<file path="src/hdl/ptwc_pkg.sv">
// Shared types, constants and codes for the peak-triggered window capture block.
package ptwc_pkg;

  // Field and register widths
  localparam int unsigned SampleW  = 16;
  localparam int unsigned PosW     = 6;
  localparam int unsigned ThrW     = 15;
  localparam int unsigned RatioW   = 8;
  localparam int unsigned CfgDataW = 15;

  // Parameter defaults
  localparam int unsigned RingDepthDef  = 64;
  localparam int unsigned HalfWindowDef = 15;

  // Register reset values
  localparam logic [ThrW-1:0]   ThrReset   = 15'd4096;
  localparam logic [RatioW-1:0] RatioReset = 8'd128;

  // Register indexes on the configuration port
  typedef enum logic [0:0] {
    CfgPeakThreshold = 1'b0,
    CfgDropRatio     = 1'b1
  } ptwc_cfg_idx_e;

  // One input sample
  typedef struct packed {
    logic signed [SampleW-1:0] accel_x;
    logic signed [SampleW-1:0] accel_y;
    logic signed [SampleW-1:0] accel_z;
  } ptwc_in_t;

  // One window result
  typedef struct packed {
    logic signed [SampleW-1:0] win_x;
    logic signed [SampleW-1:0] win_y;
    logic signed [SampleW-1:0] win_z;
    logic [PosW-1:0]           position;
    logic                      last;
  } ptwc_out_t;

  // Controller to datapath commands
  typedef struct packed {
    logic clear_step;
    logic take;
    logic eval;
    logic emit_step;
  } ptwc_cmd_t;

  // Datapath to controller status
  typedef struct packed {
    logic clear_done;
    logic trigger;
    logic emit_last;
    logic out_free;
  } ptwc_sts_t;

endpackage

</file>
<file path="src/hdl/peak_triggered_window_capture_top.sv">
// Top level of the peak-triggered window capture block.
// Each transfer on the input channel is one (x, y, z) sample written into a ring of RingDepth
// entries. Once |x| passes the peak threshold the block tracks the x peak; when x drops below
// it by more than drop_ratio/256 of the peak, the block sends 2*HalfWindow+1 results centred on
// the peak, then restarts the ring at the trigger sample. A sample that does not trigger goes
// through a ring write, then a peak evaluation. A triggering sample adds one ring memory read
// per result through its single read port, and the output side can stall each result. After
// reset the block zeroes all RingDepth ring memory entries, one entry per cycle, with
// in_ready_o low; configuration writes are taken throughout.
module peak_triggered_window_capture_top import ptwc_pkg::*; #(
  parameter int unsigned RingDepth  = RingDepthDef,
  parameter int unsigned HalfWindow = HalfWindowDef
) (
  input  logic                clk_i,
  input  logic                rst_ni,
  input  logic                in_valid_i,
  output logic                in_ready_o,
  input  ptwc_in_t            in_data_i,
  output logic                out_valid_o,
  input  logic                out_ready_i,
  output ptwc_out_t           out_data_o,
  input  logic                cfg_we_i,
  input  ptwc_cfg_idx_e       cfg_idx_i,
  input  logic [CfgDataW-1:0] cfg_wdata_i
);

  ptwc_cmd_t cmd;
  ptwc_sts_t sts;

  // Sequence the work
  ptwc_ctrl u_ctrl (
    .clk_i      (clk_i),
    .rst_ni     (rst_ni),
    .in_valid_i (in_valid_i),
    .in_ready_o (in_ready_o),
    .sts_i      (sts),
    .cmd_o      (cmd)
  );

  // Store samples, track the peak and read out windows
  ptwc_datapath #(
    .RingDepth  (RingDepth),
    .HalfWindow (HalfWindow)
  ) u_datapath (
    .clk_i       (clk_i),
    .rst_ni      (rst_ni),
    .cmd_i       (cmd),
    .sts_o       (sts),
    .in_data_i   (in_data_i),
    .cfg_we_i    (cfg_we_i),
    .cfg_idx_i   (cfg_idx_i),
    .cfg_wdata_i (cfg_wdata_i),
    .out_ready_i (out_ready_i),
    .out_valid_o (out_valid_o),
    .out_data_o  (out_data_o)
  );

endmodule

</file>
<file path="src/hdl/ptwc_datapath.sv">
// Datapath: sample ring memory, peak tracking, trigger compare and window readout.
module ptwc_datapath import ptwc_pkg::*; #(
  parameter int unsigned RingDepth  = RingDepthDef,
  parameter int unsigned HalfWindow = HalfWindowDef
) (
  input  logic                clk_i,
  input  logic                rst_ni,
  input  ptwc_cmd_t           cmd_i,
  output ptwc_sts_t           sts_o,
  input  ptwc_in_t            in_data_i,
  input  logic                cfg_we_i,
  input  ptwc_cfg_idx_e       cfg_idx_i,
  input  logic [CfgDataW-1:0] cfg_wdata_i,
  input  logic                out_ready_i,
  output logic                out_valid_o,
  output ptwc_out_t           out_data_o
);

  localparam int unsigned PtrW = $clog2(RingDepth);
  localparam int unsigned OffW = ((PtrW > PosW) ? PtrW : PosW) + 2;
  localparam logic [PtrW-1:0]        PtrMax  = PtrW'(RingDepth - 1);
  localparam logic [PtrW:0]          RingExt = (PtrW + 1)'(RingDepth);
  localparam logic signed [OffW-1:0] RingOff = OffW'(RingDepth);
  localparam logic signed [OffW-1:0] HalfOff = OffW'(HalfWindow);
  localparam logic [PosW-1:0]        LastPos = PosW'(2 * HalfWindow);

  // Configuration registers
  logic [ThrW-1:0]   thr_q;
  logic [RatioW-1:0] ratio_q;

  // Ring state and tracking
  logic [PtrW-1:0]    newest_q, newest_d;
  logic [PtrW-1:0]    oldest_q, oldest_d;
  logic [PtrW-1:0]    peak_ptr_q, peak_ptr_d;
  logic [SampleW-1:0] peak_q, peak_d;
  logic               armed_q, armed_d;
  logic [SampleW-1:0] mag_q;
  logic [PtrW-1:0]    clr_q;

  // Window snapshot
  logic [PtrW-1:0] base_q;
  logic [PtrW-1:0] lspan_q;
  logic [PtrW-1:0] rspan_q;
  logic [PosW-1:0] pos_q;

  // Output register
  logic      out_valid_q;
  ptwc_in_t  rd_q;
  logic [PosW-1:0] opos_q;
  logic      olast_q;

  ptwc_in_t ring_mem [RingDepth];

  logic [PtrW-1:0]    newest_inc;
  logic [SampleW-1:0] mag;
  logic               armed_n;
  logic               upd;
  logic               trig;
  logic [SampleW-1:0] diff;
  logic [23:0]        drop_lhs;
  logic [23:0]        drop_rhs;
  logic [PtrW-1:0]    lspan_w;
  logic [PtrW-1:0]    rspan_w;
  logic               mem_we;
  logic [PtrW-1:0]    mem_waddr;
  ptwc_in_t           mem_wdata;
  logic signed [OffW-1:0] off_raw;
  logic signed [OffW-1:0] off_cl;
  logic signed [OffW-1:0] lneg;
  logic signed [OffW-1:0] rpos;
  logic signed [OffW-1:0] slot_raw;
  logic signed [OffW-1:0] slot_fix;
  logic [PtrW-1:0]    rd_slot;

  // Write configuration registers
  always_ff @(posedge clk_i or negedge rst_ni) begin
    if (!rst_ni) begin
      thr_q   <= ThrReset;
      ratio_q <= RatioReset;
    end else if (cfg_we_i) begin
      unique case (cfg_idx_i)
        CfgPeakThreshold: thr_q   <= cfg_wdata_i[ThrW-1:0];
        CfgDropRatio:     ratio_q <= cfg_wdata_i[RatioW-1:0];
        default: ;
      endcase
    end
  end

  // Advance write pointer and take magnitude of X
  always_comb begin
    newest_inc = (newest_q == PtrMax) ? '0 : newest_q + 1'b1;
    mag = in_data_i.accel_x[SampleW-1] ? SampleW'(-in_data_i.accel_x)
                                       : SampleW'(in_data_i.accel_x);
  end

  // Evaluate arming, peak update and drop trigger
  always_comb begin
    armed_n  = armed_q | (mag_q > SampleW'(thr_q));
    upd      = armed_n && (mag_q > peak_q);
    diff     = peak_q - mag_q;
    drop_lhs = {diff, 8'h00};
    drop_rhs = 24'(ratio_q) * 24'(peak_q);
    trig     = !upd && (peak_q > SampleW'(thr_q)) &&
               ((mag_q > peak_q) || (drop_lhs > drop_rhs));
    // Wrap pointer distances back into the ring
    lspan_w  = (peak_ptr_q >= oldest_q) ? peak_ptr_q - oldest_q
             : PtrW'({1'b0, peak_ptr_q} + RingExt - {1'b0, oldest_q});
    rspan_w  = (newest_q >= peak_ptr_q) ? newest_q - peak_ptr_q
             : PtrW'({1'b0, newest_q} + RingExt - {1'b0, peak_ptr_q});
  end

  // Next values of ring pointers and tracking state
  always_comb begin
    newest_d   = newest_q;
    oldest_d   = oldest_q;
    peak_d     = peak_q;
    peak_ptr_d = peak_ptr_q;
    armed_d    = armed_q;
    if (cmd_i.take) begin
      newest_d = newest_inc;
      if (newest_inc == oldest_q) begin
        oldest_d = (oldest_q == PtrMax) ? '0 : oldest_q + 1'b1;
      end
    end
    if (cmd_i.eval) begin
      armed_d = armed_n;
      if (upd) begin
        peak_d     = mag_q;
        peak_ptr_d = newest_q;
      end else if (trig) begin
        oldest_d   = newest_q;
        armed_d    = 1'b0;
        peak_d     = '0;
        peak_ptr_d = '0;
      end
    end
  end

  always_ff @(posedge clk_i or negedge rst_ni) begin
    if (!rst_ni) begin
      newest_q   <= '0;
      oldest_q   <= '0;
      peak_q     <= '0;
      peak_ptr_q <= '0;
      armed_q    <= 1'b0;
    end else begin
      newest_q   <= newest_d;
      oldest_q   <= oldest_d;
      peak_q     <= peak_d;
      peak_ptr_q <= peak_ptr_d;
      armed_q    <= armed_d;
    end
  end

  // Hold sample magnitude and window snapshot
  always_ff @(posedge clk_i) begin
    if (cmd_i.take) begin
      mag_q <= mag;
    end
    if (cmd_i.eval && trig) begin
      base_q  <= peak_ptr_q;
      lspan_q <= lspan_w;
      rspan_q <= rspan_w;
    end
  end

  // Clearing pass address and window position counters
  always_ff @(posedge clk_i or negedge rst_ni) begin
    if (!rst_ni) begin
      clr_q <= '0;
      pos_q <= '0;
    end else begin
      if (cmd_i.clear_step) begin
        clr_q <= (clr_q == PtrMax) ? '0 : clr_q + 1'b1;
      end
      if (cmd_i.emit_step) begin
        pos_q <= (pos_q == LastPos) ? '0 : pos_q + 1'b1;
      end
    end
  end

  // Select ring write: zero fill during clearing pass, else the new sample
  always_comb begin
    mem_we    = cmd_i.clear_step | cmd_i.take;
    mem_waddr = cmd_i.clear_step ? clr_q : newest_inc;
    mem_wdata = cmd_i.clear_step ? '0 : in_data_i;
  end

  always_ff @(posedge clk_i) begin
    if (mem_we) begin
      ring_mem[mem_waddr] <= mem_wdata;
    end
  end

  // Clamp window offset to stored span and wrap to a ring slot
  always_comb begin
    off_raw = $signed(OffW'(pos_q)) - HalfOff;
    lneg    = -$signed(OffW'(lspan_q));
    rpos    = $signed(OffW'(rspan_q));
    off_cl  = off_raw;
    if (off_cl < lneg) begin
      off_cl = lneg;
    end
    if (off_cl > rpos) begin
      off_cl = rpos;
    end
    slot_raw = $signed(OffW'(base_q)) + off_cl;
    if (slot_raw < 0) begin
      slot_fix = slot_raw + RingOff;
    end else if (slot_raw >= RingOff) begin
      slot_fix = slot_raw - RingOff;
    end else begin
      slot_fix = slot_raw;
    end
    rd_slot = slot_fix[PtrW-1:0];
  end

  // Read ring into the output register
  always_ff @(posedge clk_i) begin
    if (cmd_i.emit_step) begin
      rd_q    <= ring_mem[rd_slot];
      opos_q  <= pos_q;
      olast_q <= (pos_q == LastPos);
    end
  end

  always_ff @(posedge clk_i or negedge rst_ni) begin
    if (!rst_ni) begin
      out_valid_q <= 1'b0;
    end else if (cmd_i.emit_step) begin
      out_valid_q <= 1'b1;
    end else if (out_ready_i) begin
      out_valid_q <= 1'b0;
    end
  end

  always_comb begin
    out_data_o.win_x    = rd_q.accel_x;
    out_data_o.win_y    = rd_q.accel_y;
    out_data_o.win_z    = rd_q.accel_z;
    out_data_o.position = opos_q;
    out_data_o.last     = olast_q;
  end

  assign out_valid_o = out_valid_q;

  always_comb begin
    sts_o.clear_done = (clr_q == PtrMax);
    sts_o.trigger    = trig;
    sts_o.emit_last  = (pos_q == LastPos);
    sts_o.out_free   = !out_valid_q || out_ready_i;
  end

`ifndef NO_ASSERTIONS
  // A trigger restarts the ring at the trigger sample
  a_restart: assert property (@(posedge clk_i) disable iff (!rst_ni)
    (cmd_i.eval && trig) |=> (oldest_q == newest_q && !armed_q && peak_q == '0))
    else $error("ring not restarted after trigger");

  // A stored sample never leaves the ring empty
  a_not_empty: assert property (@(posedge clk_i) disable iff (!rst_ni)
    cmd_i.take |=> (oldest_q != newest_q))
    else $error("ring empty after sample write");

  // A tracked peak implies armed
  a_peak_armed: assert property (@(posedge clk_i) disable iff (!rst_ni)
    (peak_q != '0) |-> armed_q)
    else $error("peak tracked while not armed");

  // The last window result carries the final position
  a_last_pos: assert property (@(posedge clk_i) disable iff (!rst_ni)
    (out_valid_q && olast_q) |-> (opos_q == LastPos))
    else $error("last flag on wrong position");
`endif

endmodule

</file>
<file path="src/hdl/ptwc_ctrl.sv">
// Controller: sequences clearing pass, sample intake, evaluation and window readout.
module ptwc_ctrl import ptwc_pkg::*; (
  input  logic      clk_i,
  input  logic      rst_ni,
  input  logic      in_valid_i,
  output logic      in_ready_o,
  input  ptwc_sts_t sts_i,
  output ptwc_cmd_t cmd_o
);

  typedef enum logic [3:0] {
    StClear = 4'b0001,
    StIdle  = 4'b0010,
    StEval  = 4'b0100,
    StEmit  = 4'b1000
  } ptwc_state_e;

  ptwc_state_e state_q, state_d;

  // Decode commands and next state
  always_comb begin
    state_d = state_q;
    cmd_o   = '0;
    unique case (state_q)
      StClear: begin
        cmd_o.clear_step = 1'b1;
        if (sts_i.clear_done) begin
          state_d = StIdle;
        end
      end
      StIdle: begin
        if (in_valid_i) begin
          cmd_o.take = 1'b1;
          state_d    = StEval;
        end
      end
      StEval: begin
        cmd_o.eval = 1'b1;
        state_d    = sts_i.trigger ? StEmit : StIdle;
      end
      StEmit: begin
        cmd_o.emit_step = sts_i.out_free;
        if (sts_i.out_free && sts_i.emit_last) begin
          state_d = StIdle;
        end
      end
      default: state_d = StClear;
    endcase
  end

  always_ff @(posedge clk_i or negedge rst_ni) begin
    if (!rst_ni) begin
      state_q <= StClear;
    end else begin
      state_q <= state_d;
    end
  end

  assign in_ready_o = (state_q == StIdle);

endmodule

</file>
<file path="config.mk">
export PLATFORM = sky130hd
export DESIGN_NAME = peak_triggered_window_capture_top
export DESIGN_NICKNAME = d
export VERILOG_FILES = /design/src/hdl/ptwc_pkg.sv /design/src/hdl/peak_triggered_window_capture_top.sv /design/src/hdl/ptwc_datapath.sv /design/src/hdl/ptwc_ctrl.sv
export SDC_FILE = /design/constraint.sdc
export NUM_CORES = 2
export LEC_CHECK = 0
export BUFFER_PORTS_ARGS = -buffer_cell sky130_fd_sc_hd__clkbuf_2
export CAP_MARGIN = 20
export CELL_PAD_IN_SITES_DETAIL_PLACEMENT = 0
export CELL_PAD_IN_SITES_GLOBAL_PLACEMENT = 1
export CORE_MARGIN = 2
export CORE_UTILIZATION = 55
export CTS_CLUSTER_SIZE = 25
export DETAILED_ROUTE_END_ITERATION = 10
export GPL_TIMING_DRIVEN = 0
export PLACE_DENSITY_LB_ADDON = 0.1
export SETUP_SLACK_MARGIN = 0.02
export SLEW_MARGIN = 0
export SYNTH_ARGS = -nofsm -noshare
export SYNTH_HDL_FRONTEND = slang
export SYNTH_HIERARCHICAL = 1
export SYNTH_SLANG_ARGS = --single-unit
</file>
<file path="constraint.sdc">
create_clock -name clk_i -period 7.55 [get_ports clk_i]
set_clock_uncertainty 0.1 [all_clocks]
set_input_delay 0.755 -clock clk_i [delete_from_list [all_inputs] [get_ports clk_i]]
set_output_delay 0.755 -clock clk_i [all_outputs]
set_load 0.03 [all_outputs]
</file>
==> out/results.txt <==
Outcome: finished, final reports clean
GRT Util Overall: 29.7%
Worst path slowest cell: nand4_1
Crit path DAT: 8.13 ns
RSZ-0062 raised after global routing: false
CP dominant cell by count: ha_4
Yosys top cell area share: 72.6%
Seq pwr share: 51.4%
Fmax: 134 MHz
Initial DRT Pass Iterations: 6
Clock root buffer: clkbuf_16
Count of final setup violators: 0
H-tree levels: 5
Area Overhead vs Synth: 17.3%
Hold Crit Class: in -> reg
CTS tree: built
Post-synth EDFFs: 3,161
Commonest non-fill, non-tap cell in the layout: edfxtp_1
Static leakage: 51.8 nW
Syn Nets: 7,174
Ranking of synthesized cells by area: edfxtp_1 (73%), mux4_2 (13%), nand2_1 (2.5%)
Total power per unit cell area: 288 nW/µm²
Most frequent cells in the layout: edfxtp_1 (3,161), nand2_1 (856), mux4_2 (768)
Layout cells sized above 1: 27.8%
Post-synthesis cell count: 6,876
Pre-CTS setup slack: -2.83 ns
Min Clock Period, post-route: 7.49 ns
Yosys reg bits: 3,236
CP Class: reg -> reg
Sink Count: 3,236
Pwr Total: 44.1 mW
Routed WL: 358,000 µm
Vias: 70,200
DR iter-0 viols: 9,273
Skew-Pair Late Insertion Delay: 0.95 ns
Ys flop type: edfxtp_1
HPWL after DPL: 246,000 µm
Via count of the first global-routing pass: 69,800
Initial antenna violation count: 12
Largest net degree at the start of global routing: 54
Die height: 491 µm
Unique masters post-synth: 74
Final hold slack: 0.0853 ns
Fin. max-slew vios: 0
First-pass GRT wire length: 508,000 µm
Switch Pwr: 11.0 mW
Fin crit share: 99.2%
CP Launch Type: flop
CP endpoint kind: flop
Worst endpoint required time: 8.19 ns
Gate power share: 12.5%
Post-layout util: 65.0%
Synth Cell Area: 131,000 µm²
# rows: 178
# DRC: 0
Avg Cell Area, Syn: 19.0 µm²
Port Buffers: 125
Die extent in x: 491 µm
Peak VDD IR: 0.000371 V
I/O pins: 126
Clock Power Share: 36.1%
Final WS setup: 0.0621 ns
Die area: 242,000 µm²
GRT overflow: 0
Placer Congestion: 0.848
Maxcap violations: 0
Effective utilization at floorplan: 55.4%
Fin Setup TNS: 0 ns
Sequential share of the synthesized area: 74.1%
Max clock buf depth: 4
Critical path peak fanout: 8
Final net count: 7,924
Wirelength per Cell: 32.5 µm
Hold violation count in the final report: 0
Vias per cell: 6.36
Internal power: 33.1 mW
Clock buffer count from CTS: 339
Clk slew on worst S/H paths: 0.06 ns
Core ar.: 236,000 µm²
Synth warn: 6
Worst stage delay on the critical path: 0.69 ns
Max_slew headroom: 29.1%
Largest area contributor in the netlist: edfxtp_1
Detail Route Antenna Nets: 0
Sw Share: 24.9%
Asr flop ratio synth: 2.32%
Worst Tran Pin Value: 1.06 ns
## critical path: cells and delay by family (launching register included)
kind,cells,cell delay (ns)
AND/OR/NAND/NOR,10,2.16
buffers and inverters,8,1.23
multiplexers,4,1.24
flip-flops,1,0.45
AO/OA/AOI/OAI,3,0.60
adder cells (fa/ha/maj),5,1.45
## metal layers
| metal | up-vias | wire length [µm] | track usage (%) | part of all wire [%] |
|---|---|---|---|---|
| met5 | - | 0 | 0 | 0 |
| li1 | 28800 | - | - | - |
| met1 | 37200 | 141000 | 43.1 | 39 |
| met2 | 3631 | 169000 | 46.0 | 47 |
| met4 | 0 | 13800 | 10.8 | 3.9 |
| met3 | 533 | 33700 | 5.19 | 9.4 |
## per-stage QoR
| step | instance area (µm²) | cells |
|---|---|---|
| 2_1_floorplan | 131000 | 6876 |
| 4_1_cts | 153000 | 11000 |
| 3_3_place_gp | 135000 | 10200 |
| 5_1_grt | 153000 | 11000 |
| 6_report | 153000 | 11000 |
| 3_5_place_dp | 140000 | 10300 |
## state kept, by name, summed over array words and instances (netlist names), 6 cells and up
| name | cells |
|---|---|
| u_datapath/out_data_o | 48 |
| u_datapath/lspan_q | 6 |
| u_datapath/ring_mem | 3072 |
| u_datapath/opos_q | 6 |
| u_datapath/thr_q | 15 |
| u_datapath/base_q | 6 |
| u_datapath/peak_q | 16 |
| u_datapath/oldest_q | 6 |
| u_datapath/rspan_q | 6 |
| u_datapath/peak_ptr_q | 6 |
| u_datapath/clr_q | 6 |
| u_datapath/newest_q | 6 |
| u_datapath/mag_q | 16 |
| u_datapath/ratio_q | 8 |
| u_datapath/pos_q | 6 |
## synthesized netlist by cell type, types with 45 or more instances
master	n
buf_1	75
inv_1	170
clkbuf_1	211
nor2b_1	52
dfrtp_1	72
nand4_1	113
and2_1	104
nand3_1	401
mux2i_1	61
a21oi_1	56
mux4_2	768
edfxtp_1	3161
ha_1	141
buf_2	49
o21ai_0	45
nor2_1	130
fa_1	88
xnor2_1	57
nand2_1	862
## cells by family after synthesis
| group | count (synthesis) | share of synthesized area (%) |
|---|---|---|
| adder cells (fa/ha/maj) | 229 | 2.70 |
| multiplexers | 854 | 13.9 |
| flip-flops | 3236 | 74.1 |
| buffers and inverters | 513 | 1.54 |
| AND/OR/NAND/NOR | 1727 | 6.02 |
| XOR/XNOR | 82 | 0.549 |
| AO/OA/AOI/OAI | 235 | 1.22 |
## power groups by stage
| stage | clock network (mW) | registers (mW) | logic (mW) |
|---|---|---|---|
| detailed placement | 0 | 23.1 | 5.41 |
| global placement | 0 | 23.5 | 4.18 |
| floorplan | 0 | 23.1 | 2.42 |
| CTS | 16.1 | 22.7 | 5.46 |
| global route | 16.8 | 22.8 | 5.84 |
| finish | 15.9 | 22.7 | 5.52 |
## cell type report
cell class,instances,area [µm²]
flip-flops and latches,3236,96800
fillers,15900,82500
multi-input cells,3128,33600
clock buffers,410,8830
repair buffers,418,5490
well taps,3150,3940
plain buffers,330,2390
clock inverters,173,1550
inverters,173,652
diodes,8,20.0
## worst paths after layout
kind / slack (ns) / endpoint / from / cells after the start
hold / removal: 0.09 / u_datapath/out_valid_o / out_ready_i / 3
setup reg to reg: 0.06 / u_datapath/out_data_o[39] / u_datapath/pos_q[1] / 30
setup / recovery: 0.06 / u_datapath/out_data_o[39] / u_datapath/pos_q[1] / 30
max in group asynchronous: 6.39 / u_ctrl/state_q[0] / rst_ni / 3
hold reg to reg: 0.45 / u_datapath/base_q[2] / u_datapath/peak_ptr_q[2] / 0
min in group asynchronous: 0.28 / u_datapath/ratio_q[1] / rst_ni / 2
## repair_timing
action,4_1_cts,5_1_grt
pin swaps,45,48
gates cloned,2,0
buffers inserted,54,23
resized for setup,479,164
setup endpoints to repair,97,95
hold endpoints to repair,60,0
hold buffers,18,0
(Power assumes the default switching activity.)
